--- config.mk ---
export PLATFORM = sky130hd
export DESIGN_NAME = tmcg_cursor
export DESIGN_NICKNAME = d
export VERILOG_FILES = /design/src/sv/tmcg_pkg.sv /design/src/sv/tmcg_cursor.sv
export SDC_FILE = /design/constraint.sdc
export NUM_CORES = 1
export LEC_CHECK = 0
export BUFFER_PORTS_ARGS = -buffer_cell sky130_fd_sc_hd__buf_2
export CAP_MARGIN = 10
export CORE_AREA = 2 2 92 59
export DETAILED_ROUTE_END_ITERATION = 16
export DIE_AREA = 0 0 94 61
export PLACE_DENSITY = 0.83
export SLEW_MARGIN = 40
export SYNTH_ARGS = -nofsm -noshare
export SYNTH_HDL_FRONTEND = slang
export SYNTH_SLANG_ARGS = --single-unit
--- constraint.sdc ---
create_clock -name clk -period 2.3 [get_ports clk]
set_input_delay 0.46 -clock clk [delete_from_list [all_inputs] [get_ports clk]]
set_output_delay 0.46 -clock clk [all_outputs]
set_load 0.02 [all_outputs]
--- src/sv/tmcg_pkg.sv ---
// Shared types, sizes and operation codes of the text-mode character generator.
// No dependencies; imported by the interfaces, the cursor unit and the top level.
package tmcg_pkg;

  // Screen geometry
  localparam int COLUMNS     = 80;
  localparam int ROWS        = 25;
  localparam int GLYPH_ROWS  = 12;
  localparam int GLYPH_WIDTH = 8;
  localparam int GLYPH_DEPTH = 3072;
  localparam int CELL_DEPTH  = COLUMNS * ROWS;
  localparam int PIX_WIDTH   = COLUMNS * GLYPH_WIDTH;
  localparam int PIX_HEIGHT  = ROWS * GLYPH_ROWS;

  localparam int CELL_AW  = 11;
  localparam int GLYPH_AW = 12;
  localparam int CELL_DW  = 24;
  localparam int COL_W    = 7;
  localparam int ROW_W    = 5;
  localparam int BLINK_W  = 6;
  localparam int CFG_IDX_W = 1;

  // Reset values of the blink reload registers
  localparam logic [BLINK_W-1:0] BLINK_ON_RESET  = 6'd45;
  localparam logic [BLINK_W-1:0] BLINK_OFF_RESET = 6'd15;

  // Configuration register indexes
  localparam logic [CFG_IDX_W-1:0] CFG_BLINK_ON  = 1'b0;
  localparam logic [CFG_IDX_W-1:0] CFG_BLINK_OFF = 1'b1;

  typedef enum logic [2:0] {
    MODE_CELL_WR     = 3'd0,
    MODE_GLYPH_WR    = 3'd1,
    MODE_BLINK_TICK  = 3'd2,
    MODE_PIXEL       = 3'd3,
    MODE_CURSOR_MOVE = 3'd4,
    MODE_CURSOR_EN   = 3'd5
  } mode_t;

  // Item in the last pipeline stage, handed to the cursor unit
  typedef struct packed {
    logic [2:0]        mode;
    logic [2:0]        px_bit;
    logic [ROW_W-1:0]  row;
    logic [COL_W-1:0]  col;
    logic              err;
    logic [7:0]        bg;
    logic [7:0]        fg;
    logic signed [7:0] cur_col;
    logic signed [5:0] cur_row;
    logic              cur_en;
  } stage_c_t;

  typedef struct packed {
    logic [7:0] pixel_color;
    logic       blink_toggled;
    logic       enable_changed;
    logic       coord_error;
  } result_t;

endpackage

--- src/sv/tmcg_cursor.sv ---
// Cursor and blink state, blink reload registers and final color selection.
// Depends on tmcg_pkg (stage_c_t, result_t, mode codes).
module tmcg_cursor (
  input  logic                          clk,
  input  logic                          rst_n,
  input  logic                          fire,
  input  tmcg_pkg::stage_c_t            req,
  input  logic [7:0]                    glyph_bits,
  input  logic                          cfg_we,
  input  logic [tmcg_pkg::CFG_IDX_W-1:0] cfg_index,
  input  logic [tmcg_pkg::BLINK_W-1:0]  cfg_data,
  output tmcg_pkg::result_t             res
);
  import tmcg_pkg::*;

  logic [COL_W-1:0]   cursor_col_r, cursor_col_nxt;
  logic [ROW_W-1:0]   cursor_row_r, cursor_row_nxt;
  logic               enabled_r, enabled_nxt;
  logic               visible_r, visible_nxt;
  logic [BLINK_W-1:0] blink_cnt_r, blink_cnt_nxt;
  logic [BLINK_W-1:0] blink_on_r, blink_off_r;

  logic               blink_fire;
  logic [BLINK_W-1:0] cnt_dec;
  logic [7:0]         move_col;
  logic [5:0]         move_row;
  logic               swap;
  logic               pix_bit;

  always_comb begin
    cursor_col_nxt = cursor_col_r;
    cursor_row_nxt = cursor_row_r;
    enabled_nxt    = enabled_r;
    visible_nxt    = visible_r;
    blink_cnt_nxt  = blink_cnt_r;
    blink_fire     = 1'b0;
    res            = '0;

    cnt_dec  = (blink_cnt_r != '0) ? blink_cnt_r - 1'b1 : '0;
    move_col = req.cur_col[7] ? {1'b0, cursor_col_r} : req.cur_col;
    move_row = req.cur_row[5] ? {1'b0, cursor_row_r} : req.cur_row;
    swap     = enabled_r && visible_r && (req.row == cursor_row_r) &&
               (req.col == cursor_col_r);
    pix_bit  = glyph_bits[3'd7 - req.px_bit];

    case (req.mode)
      MODE_BLINK_TICK: begin
        if (enabled_r) begin
          blink_cnt_nxt = cnt_dec;
          if (cnt_dec == '0) begin
            blink_fire        = fire;
            visible_nxt       = !visible_r;
            blink_cnt_nxt     = visible_r ? blink_off_r : blink_on_r;
            res.blink_toggled = 1'b1;
          end
        end
      end
      MODE_PIXEL: begin
        if (req.err) begin
          res.coord_error = 1'b1;
        end else if (pix_bit) begin
          res.pixel_color = swap ? req.bg : req.fg;
        end else begin
          res.pixel_color = swap ? req.fg : req.bg;
        end
      end
      MODE_CURSOR_MOVE: begin
        if ((int'(move_col) < COLUMNS) && (int'(move_row) < ROWS)) begin
          cursor_col_nxt = move_col[COL_W-1:0];
          cursor_row_nxt = move_row[ROW_W-1:0];
        end
      end
      MODE_CURSOR_EN: begin
        res.enable_changed = (req.cur_en != enabled_r);
        enabled_nxt        = req.cur_en;
      end
      default: begin
      end
    endcase
  end

  always_ff @(posedge clk) begin
    if (!rst_n) begin
      cursor_col_r <= '0;
      cursor_row_r <= '0;
      enabled_r    <= 1'b1;
      visible_r    <= 1'b1;
      blink_cnt_r  <= '0;
    end else if (fire) begin
      cursor_col_r <= cursor_col_nxt;
      cursor_row_r <= cursor_row_nxt;
      enabled_r    <= enabled_nxt;
      visible_r    <= visible_nxt;
      blink_cnt_r  <= blink_cnt_nxt;
    end
  end

  always_ff @(posedge clk) begin
    if (!rst_n) begin
      blink_on_r  <= BLINK_ON_RESET;
      blink_off_r <= BLINK_OFF_RESET;
    end else if (cfg_we) begin
      case (cfg_index)
        CFG_BLINK_ON:  blink_on_r  <= cfg_data;
        CFG_BLINK_OFF: blink_off_r <= cfg_data;
        default: begin
        end
      endcase
    end
  end

  a_col_range: assert property (@(posedge clk) disable iff (!rst_n)
    int'(cursor_col_r) < COLUMNS) else $error("cursor column off screen");

  a_row_range: assert property (@(posedge clk) disable iff (!rst_n)
    int'(cursor_row_r) < ROWS) else $error("cursor row off screen");

  a_vis_toggle: assert property (@(posedge clk) disable iff (!rst_n)
    ($past(rst_n) && (visible_r != $past(visible_r))) |-> $past(blink_fire))
    else $error("cursor visibility changed without a blink toggle");

endmodule

==> impl_results.md, run 1 <==
* Status: finished with violations
* Failing checks: setup timing
* RR Endpoint: blink_cnt_r[0]
* TritonCTS clock tree: built
* Register-to-register setup slack at 310 ps
* Final worst slack at -379 ps
* Rows at 20
* Hold Path Depth at 3
* Dpl ws at -362 ps
* Maximum clock rate at 373 MHz
* CP startpoint kind: primary input
* Synth area leader: dfxtp_1
* Area of the multi-input gates at 0.00164 sq mm
* DR vias/cell at 5.54
* Via count at 2,331
* Final hold vios at 0
* Max H-tree Level at 2
* Syn Nets at 317
* Ranking of synthesized cells by area: dfxtp_1 31%, mux2i_1 13%, nand2_1 7.0%
* Total track usage at 0.217
* Minimum clock period at 2680 ps
* Crit path capture type: primary output
* Synth Flop Type: dfxtp_1
* Io pins at 80
* Die Span Y at 61 um
* Cell with the most instances after synthesis: nand2_1
* RSZ-0062 raised after global routing: yes
* Worst setup path startpoint: req[45]
* GPL Wtd Cong at 0.854
* Final non-filler cell total at 421
* Critical Path Fanout Max at 5
* Worst slew margin at 0.686
* Register area at 654 sq um
* Sinks on the clock net at 32
* First-pass DRT Iterations at 4
* Pwr Density at 417 mW/mm^2
* Met3 usage at 0.0323
* Placed insts at 403
* WS Path Type: primary input to primary output
* Worst ir drop on vdd at 0.373 mV
* Chip width at 94 um
* Netlist area before placement at 0.00208 sq mm
* Post-route clock skew at 8.25 ps
* Area delta synth->final at 55.5%
* Initial antenna violation count at 0
* Worst slew pin tran at 459 ps
* Clock root buffer: clkbuf_8
* Nets at 425
* Wire per inst at 15.9 um
* Layout cells sized above 1 at 0.490
* Avg Cell Area, Syn at 8.44 sq um
* DIE AREA at 0.00573 sq mm
* Share of the synthesized area in the top cell type at 0.307
* WP data required at 1840 ps
* Switching power at 389 uW
* Vias in the first global route at 2,161
* Clock Latency Late Sink at 280 ps
* Clk buf depth at 2
* Global-route wire length before repair at 9810 um
* DR iter-0 viols at 155
* Hold_sp: req[10]
* Number of synthesized flops with an enable pin at 0
* DP Area at 0.00283 sq mm
* M2 GR Usage at 0.371
* PortBufs at 79
* Post-layout power at 1.35 mW
* Period utilization at 1.16
* Max-cap violations at 0
* Sequential-to-total area share from yosys stat at 0.307
* Netlist cell types at 47
* #FFs+latches synth at 32
* Clock power frac at 0.300
* Initial Util at 0.427
* CTS clk-pin slew, worst paths at 70 ps
* R2R depth at 8
* Worst hold path type: primary input to register
* Fillers at 387
* Worst setup path endpoint: res[3]
* Synth warn at 0
* Cell internal pwr at 962 uW
* Slew Viols, Final at 0
* Sequential power share at 0.435
* Worst hold slack at 403 ps
* DRT Wirelength at 6680 um
* Async set or reset register ratio after synthesis at 0
* GR peak layer: met2
* # DRC at 0
* Comb power frac at 0.265
* Final setup vio count at 9
* Worst reg2reg startpoint: blink_cnt_r[0]
* GRT overflow at 0
* Pin count of the biggest net entering global routing at 25
* Diode count at 0
* Met1 Use GR at 0.295
* Synth Instances at 247
* Worst Path Arrival at 2220 ps
* Synth cell count leaders: 39 x nand2_1, 32 x dfxtp_1, 27 x mux2i_1, 23 x nor2_1, 14 x xnor2_1
* Final Cell Area at 0.00324 sq mm
* HPWL Detailed at 4550 um
* Sw Ratio at 0.288
* CTS buffer count at 5
* Core area at 0.00488 sq mm
* Routed Antenna Nets at 0
* Static leakage at 1.60 nW
==> worst max-delay path, cell delays in order <==
cell and delay (ps):
buf_2 110, mux4_2 530, buf_4 170, mux2i_4 210, buf_4 180, nor2_1 50, mux2i_2 180, o311ai_2 140
buf_4 180
==> area by class of cell <==
cell class / instances / area share
multi-input combinational: 197 / 0.506
timing repair buffer: 114 / 0.237
tap: 66 / 0.0255
sequential: 32 / 0.202
clock inverter: 1 / 0.00154
inverter: 5 / 0.00656
clock buffer: 6 / 0.0224
==> metal layers <==
| metal | up-vias | share of wire |
|---|---|---|
| met4 | 0 | 0.025 |
| met1 | 1084 | 0.43 |
| met3 | 17 | 0.068 |
| met5 | - | 0 |
| li1 | 1120 | - |
| met2 | 110 | 0.47 |
==> how the worst min path moves through the flow <==
stage,endpoint
floorplan,blink_on_r[1]
detailed placement,blink_on_r[4]
global placement,blink_on_r[1]
CTS,blink_off_r[3]
global route,blink_on_r[3]
finish,cursor_col_r[3]
==> power groups by stage <==
stage	clock [mW]	sequential, mW	combinational, mW
floorplan	0	0.595	0.164
global placement	0	0.597	0.292
detailed placement	0	0.598	0.300
CTS	0.408	0.586	0.320
global route	0.433	0.590	0.384
finish	0.406	0.588	0.358
==> cells by family (layout without fill, tap and decap cells) <==
group | after synthesis | in the layout | synth area share
adder cells (fa/ha/maj) | 1 | 1 | 0.00600
XOR/XNOR | 15 | 15 | 0.0630
AO/OA/AOI/OAI | 34 | 34 | 0.119
multiplexers | 31 | 31 | 0.169
AND/OR/NAND/NOR | 116 | 116 | 0.290
flip-flops | 32 | 32 | 0.307
buffers and inverters | 18 | 126 | 0.0450
==> repair_timing <==
item / in CTS / in global routing
hold buffers: 0 / 0
pin swaps: 4 / 16
setup buffers: 4 / 5
cloned: 0 / 2
setup endpoints to repair: 9 / 9
gates resized for setup: 25 / 29
==> per-stage QoR <==
step | TNS [ps] | util
detailed placement | -2350 | 0.580
global placement | -1990 | 0.580
CTS | -2440 | 0.623
global route | -3160 | 0.664
finish | -2590 | 0.664
floorplan | -417 | -
==> cells in the final DEF (no fill, tap or decap), drive strengths merged, types with 9 or more instances in the layout <==
| cell type | n |
|---|---|
| nand2 | 39 |
| xnor2 | 14 |
| nand3 | 12 |
| a21oi | 9 |
| dfxtp | 32 |
| nor2 | 23 |
| nand4 | 11 |
| mux2i | 28 |
| o311ai | 9 |
| buf | 112 |
==> state kept, by name (all words and copies together), names as in the netlist <==
register / count
cursor_row_r: 5
enabled_r: 1
blink_cnt_r: 6
blink_on_r: 6
blink_off_r: 6
cursor_col_r: 7
visible_r: 1
No activity file was read; power rests on OpenSTA's default activity.
==> inputs of run 2 (changes only) <==
--- a/config.mk
+++ b/config.mk
@@ -5,12 +5,13 @@
 export SDC_FILE = /design/constraint.sdc
 export NUM_CORES = 1
 export LEC_CHECK = 0
+export ABC_AREA = 1
 export BUFFER_PORTS_ARGS = -buffer_cell sky130_fd_sc_hd__buf_2
 export CAP_MARGIN = 10
-export CORE_AREA = 2 2 92 59
+export CORE_AREA = 2 2 89 57
 export DETAILED_ROUTE_END_ITERATION = 16
-export DIE_AREA = 0 0 94 61
-export PLACE_DENSITY = 0.83
+export DIE_AREA = 0 0 91 59
+export PLACE_DENSITY = 0.88
 export SLEW_MARGIN = 40
 export SYNTH_ARGS = -nofsm -noshare
 export SYNTH_HDL_FRONTEND = slang
==> constraint.sdc (replaced) <==
create_clock -name clk -period 2.9 [get_ports clk]
set_input_delay 0.58 -clock clk [delete_from_list [all_inputs] [get_ports clk]]
set_output_delay 0.58 -clock clk [all_outputs]
set_load 0.02 [all_outputs]
==> run 2 against run 1 <==
Net effect:
- the flow now finishes without violations
- total power is 18% lower
- global-route usage decreased by 0.21 points
- utilization down 5.5 points
- synthesized area up 5.7%
- sequential power decreased by 20%
- cell area down 16%
- die area fell by 6.4%
- clock skew down 5.8 ps
- first-iteration DRC count is 9.0% higher
- final cell count rose by 23%
- critical endpoint is now res[2]
- largest cell class unchanged
- highest routed layer unchanged
==> impl_results.md, run 2 <==
* Hold_buf cts at 0 (unchanged)
* Hold_sp: blink_on_r[1]
* Pwr Density at 405 mW/mm^2 (-2.8%)
* WS Path Type: register to primary output
* Maximum clock rate at 403 MHz
* CTS clk-pin slew, worst paths at 70 ps (about the same)
* GRT overflow at 0 (unchanged)
* HPWL Detailed at 4240 um (-6.8%)
* Aggregate negative setup slack at 0 ps (+2590 ps)
* Worst reg2reg startpoint: blink_cnt_r[0]
* Synth cell count leaders: 112 x nand2_1, 66 x inv_1, 36 x nor2_1, 32 x dfxtp_1, 29 x nand3_1
* Max layer used: met4
* Initial Util at 0.493 (+0.0658)
* Status: finished, final reports clean
* Final hold vios at 0 (unchanged)
* RR Endpoint: visible_r
* Met3 WL at 455 um (unchanged)
* Ranking of synthesized cells by area: dfxtp_1 29%, nand2_1 19%, inv_1 11%
* Sequential-to-total area share from yosys stat at 0.291 (-0.0166)
* Nets at 523 (+23%)
* Synth Flop Type: dfxtp_1
* Wire per inst at 10.5 um (-34%)
* First-pass DRT Iterations at 4 (unchanged)
* Max H-tree Level at 2 (unchanged)
* Worst slew margin at 0.673 (-0.0138)
* Avg Cell Area, Syn at 5.89 sq um (-30%)
* DIE AREA at 0.00537 sq mm (-6.4%)
* Crit path capture type: primary output
* GPL Wtd Cong at 0.887 (+3.9%)
* Clock root buffer: clkbuf_8
* Area delta synth->final at 23.6%
* DRT Wirelength at 5450 um (-18%)
* Critical Path Fanout Max at 6 (+1)
* Global-route wire length before repair at 9320 um (-5.1%)
* Rows at 19 (-5.0%)
* Worst hold path type: register to register
* R2R depth at 9 (+1)
* M1 wire length at 2730 um (-5.9%)
* Period utilization at 0.856
* Cell with the most instances after synthesis: nand2_1
* Io pins at 80 (unchanged)
* Vias in the first global route at 2,200 (+1.8%)
* Worst setup path endpoint: res[2]
* Total track usage at 0.215 (-0.00214)
* RSZ-0062 raised after global routing: no
* DR iter-0 viols at 169 (+9.0%)
* DR WL met2 at 2180 um (-31%)
* Core area at 0.00447 sq mm (-8.4%)
* Post-CTS Setup Inserts at 0 (-4)
* Synth area leader: dfxtp_1
* Synth warn at 0 (unchanged)
* Synth Instances at 374 (+51%)
* Sinks on the clock net at 32 (unchanged)
* Final worst slack at 417 ps (+796 ps)
* Slew Viols, Final at 0 (unchanged)
* Post-layout power at 1.10 mW (-18%)
* Minimum clock period at 2480 ps
* Clk buf depth at 2 (unchanged)
* DR vias/cell at 4.78 (-14%)
* Number of synthesized flops with an enable pin at 0 (unchanged)
* Cts repair resizes at 0 (-100%)
* Share of the synthesized area in the top cell type at 0.291 (-0.0166)
* Netlist cell types at 29 (-38%)
* Worst setup path startpoint: blink_cnt_r[0]
* Netlist area before placement at 0.00220 sq mm (+5.7%)
* Clock Latency Late Sink at 290 ps (about the same)
* Most frequent cells in the layout: 112 x nand2_1, 79 x buf_2, 66 x inv_1, 36 x nor2_1, 32 x dfxtp_1
* Worst ir drop on vdd at 0.287 mV (-23%)
* # DRC at 0 (unchanged)
* Most common cell after layout, fill and taps aside: nand2_1
* Dpl ws at 494 ps (+856 ps)
* Final setup vio count at 0 (-9)
* TritonCTS clock tree: built
* CTS buffer count at 5 (unchanged)
* Via count at 2,470 (+6.0%)
* Layout cells sized above 1 at 0.231 (-0.259)
* Most flops, register: cursor_col_r
* Routed Antenna Nets at 0 (unchanged)
* Static leakage at 1.54 nW (-3.5%)
* Max reg flops at 7 (unchanged)
* WP data required at 2320 ps (+480 ps)
* Syn Nets at 444 (+40%)
* Max-cap violations at 0 (unchanged)
* Register-to-register setup slack at 1140 ps (+830 ps)
* Post-route clock skew at 2.45 ps (-5.79 ps)
* Async set or reset register ratio after synthesis at 0 (unchanged)
* Pin count of the biggest net entering global routing at 30 (+20%)
* Worst Path Arrival at 1900 ps (-320 ps)
* Die Span Y at 59 um (-3.3%)
* CP startpoint kind: register
* Worst slew pin tran at 491 ps (+32.6 ps)
* Initial antenna violation count at 0 (unchanged)
* Diode count at 0 (unchanged)
* PortBufs at 79 (unchanged)
* Chip width at 91 um (-3.2%)
* #FFs+latches synth at 32 (unchanged)
-- run 2: metal layers --
| layer | track usage | up-vias |
|---|---|---|
| met5 | 0 | - |
| met4 | 0.0779 | 0 |
| met3 | 0.0471 | 7 |
| met2 | 0.335 | 82 |
| met1 | 0.297 | 1056 |
| li1 | - | 1325 |
-- run 2: layout make-up --
class                   instances  area [sq um]
well taps                      63          78.8
flip-flops and latches         32           641
clock inverters                 2          10.0
fillers                       470          1750
multi-input cells             266          1250
clock buffers                   6          82.6
inverters                      67           251
repair buffers                 81           410
-- run 2: critical path, stage by stage (launching register included) --
cell and delay (ps):
dfxtp_1 310, inv_1 140, ha_1 310, nand3_2 160, o21ai_0 160, nand3_2 160, nor3_1 170, buf_2 200
-- run 2: how the worst min path moves through the flow --
stage                          to  depth (start not counted)  slack, ps
global route        blink_on_r[1]                          2        490
floorplan           blink_on_r[1]                          2        420
CTS                 blink_on_r[1]                          2        460
finish              blink_on_r[1]                          2        460
detailed placement  blink_on_r[1]                          2        450
global placement    blink_on_r[1]                          2        440
-- run 2: metrics by stage --
stage	instance area (sq um)	utilization	cells	hold WS, ps
finish	2720	0.609	517	457
global route	2720	0.609	517	493
CTS	2720	0.609	517	457
detailed placement	2630	0.589	509	448
global placement	2630	0.589	509	435
floorplan	2200	-	374	425
-- run 2: power breakdown --
part / switching [mW] / total (mW) / internal [mW]
Sequential: 0.0105 / 0.470 / 0.460
Combinational: 0.165 / 0.272 / 0.107
Clock: 0.172 / 0.361 / 0.189
-- run 2: kinds of logic after synthesis --
| family | Yosys count | share of synthesized area |
|---|---|---|
| and+or+nand+nor | 198 | 0.399 |
| buffers and inverters | 76 | 0.142 |
| AOI/OAI and AO/OA | 65 | 0.155 |
| DFF | 32 | 0.291 |
| xor gates and xnor gates | 2 | 0.00795 |
| adders and majority gates | 1 | 0.00568 |
==> inputs of run 3 (changes only) <==
--- a/config.mk
+++ b/config.mk
@@ -11,6 +11,7 @@
 export CORE_AREA = 2 2 89 57
 export DETAILED_ROUTE_END_ITERATION = 16
 export DIE_AREA = 0 0 91 59
+export MAX_ROUTING_LAYER = met4
 export PLACE_DENSITY = 0.88
 export SLEW_MARGIN = 40
 export SYNTH_ARGS = -nofsm -noshare
==> run 3 against run 2 <==
Net effect:
- fmax is essentially flat
- combinational power barely moved
- global-route usage is 0.67 points higher
- die area did not move
- via count rose by 0.53%
- cell area unchanged
- clock power barely moved
- sequential share of layout area is the same
- non-clock buffer count unchanged
- critical endpoint unchanged
==> impl_results.md, run 3 (synthesis results as in run 2) <==
* DIE AREA at 0.00537 sq mm (unchanged)
* Initial antenna violation count at 0 (unchanged)
* Routed Antenna Nets at 0 (unchanged)
* Clock Latency Late Sink at 290 ps (about the same)
* Pwr Density at 405 mW/mm^2 (about the same)
* Wire per inst at 10.5 um (about the same)
* Slew Viols, Final at 0 (unchanged)
* First-pass DRT Iterations at 4 (unchanged)
* Clk buf depth at 2 (unchanged)
* Max H-tree Level at 2 (unchanged)
* DR vias/cell at 4.80 (+0.53%)
* Fillers at 470 (unchanged)
* Most flops, register: cursor_col_r
* Core area at 0.00447 sq mm (unchanged)
* Cts repair resizes at 0 (unchanged)
* Io pins at 80 (unchanged)
* CTS clk-pin slew, worst paths at 70 ps (about the same)
* RSZ-0062 raised after global routing: no
* Placed insts at 509 (unchanged)
* Maximum clock rate at 403 MHz (about the same)
* Max-cap violations at 0 (unchanged)
* Die Span Y at 59 um (unchanged)
* Register area at 641 sq um (unchanged)
* Cell internal pwr at 756 uW (about the same)
* Via count at 2,483 (+0.53%)
* Diode count at 0 (unchanged)
* Sinks on the clock net at 32 (unchanged)
* Crit path capture type: primary output
* Worst Path Arrival at 1900 ps (about the same)
* Area delta synth->final at 23.6% (unchanged)
* TritonCTS clock tree: built
* Final hold vios at 0 (unchanged)
* Final non-filler cell total at 517 (unchanged)
* HPWL Detailed at 4240 um (unchanged)
* Max reg flops at 7 (unchanged)
* Status: finished, final reports clean
* Final setup vio count at 0 (unchanged)
* DR iter-0 viols at 173 (+2.4%)
* Most frequent cells in the layout: 112 x nand2_1, 79 x buf_2, 66 x inv_1, 36 x nor2_1, 32 x dfxtp_1
* Critical Path Fanout Max at 6 (unchanged)
* Worst slew pin tran at 486 ps (-4.90 ps)
* WS Path Type: register to primary output
* Most common cell after layout, fill and taps aside: nand2_1
* Sequential power share at 0.426 (about the same)
* Aggregate negative setup slack at 0 ps (unchanged)
* Hold_buf cts at 0 (unchanged)
* Layout cells sized above 1 at 0.231 (unchanged)
* Area of the multi-input gates at 0.00125 sq mm (unchanged)
* Static leakage at 1.54 nW (unchanged)
* Rows at 19 (unchanged)
* PortBufs at 79 (unchanged)
* Nets at 523 (unchanged)
* Worst slew margin at 0.676 (+0.00327)
* Clock root buffer: clkbuf_8
* CTS buffer count at 5 (unchanged)
* GPL Wtd Cong at 0.902 (+1.7%)
* DRT Wirelength at 5450 um (about the same)
* Final cell utilization of the core at 0.609 (unchanged)
* WP data required at 2320 ps (about the same)
* Chip width at 91 um (unchanged)
* # DRC at 0 (unchanged)
* Post-route clock skew at 2.31 ps (-0.148 ps)
* Period utilization at 0.856 (about the same)
* Post-CTS Setup Inserts at 0 (unchanged)
* Pin count of the biggest net entering global routing at 30 (unchanged)
* Comb power frac at 0.247 (about the same)
* Minimum clock period at 2480 ps (-0.783 ps)
* Global-route wire length before repair at 9320 um (about the same)
* Sw Ratio at 0.315 (about the same)
* Clock power frac at 0.327 (about the same)
* Worst hold path type: register to register
* Initial Util at 0.493 (unchanged)
* Worst ir drop on vdd at 0.287 mV (about the same)
* Total track usage at 0.222 (+0.00671)
* Vias in the first global route at 2,191 (-0.41%)
* Switching power at 348 uW (about the same)
* CP startpoint kind: register
* GRT overflow at 0 (unchanged)
## run 3: final timing paths
check / start / to / slack [ps] / cells after the start
min reg2reg: blink_on_r[1] / blink_on_r[1] / 460 / 2
max reg2reg: blink_cnt_r[0] / visible_r / 1140 / 9
min: blink_on_r[1] / blink_on_r[1] / 460 / 2
max: blink_cnt_r[0] / res[2] / 420 / 7
## run 3: worst max-delay path, stage by stage, from the launching register on
cell and delay [ps]:
dfxtp_1 310, inv_1 140, ha_1 310, nand3_2 160, o21ai_0 160, nand3_2 160, nor3_1 170, buf_2 200
## run 3: cell type report
class | count | share of cell area
repair buffers | 81 | 0.151
clock inverters | 2 | 0.00367
well taps | 63 | 0.0289
flip-flops and latches | 32 | 0.235
multi-input cells | 266 | 0.459
inverters | 67 | 0.0923
clock buffers | 6 | 0.0303
## run 3: through the flow
step / cell area [sq um] / setup slack [ps] / hold WS, ps / power (mW)
floorplan: 2200 / 687 / 425 / 0.663
global placement: 2630 / 516 / 435 / 0.742
detailed placement: 2630 / 494 / 448 / 0.750
CTS: 2720 / 429 / 457 / 1.11
global route: 2720 / 224 / 493 / 1.17
finish: 2720 / 418 / 457 / 1.10
## run 3: power groups by stage
stage | clock (mW) | sequential (mW) | combinational (mW)
final | 0.361 | 0.470 | 0.272
after global routing | 0.391 | 0.472 | 0.311
after global placement | 0 | 0.479 | 0.263
after CTS | 0.369 | 0.470 | 0.272
after floorplan | 0 | 0.478 | 0.185
after detailed placement | 0 | 0.480 | 0.270
## run 3: per-layer routing
metal,up-vias,share of wire,routed length [um],track usage
li1,1328,-,-,-
met1,1057,0.50,2740,0.300
met2,91,0.41,2210,0.335
met3,7,0.083,454,0.0547
met4,0,0.0086,47,0.0584
met5,-,0,0,-
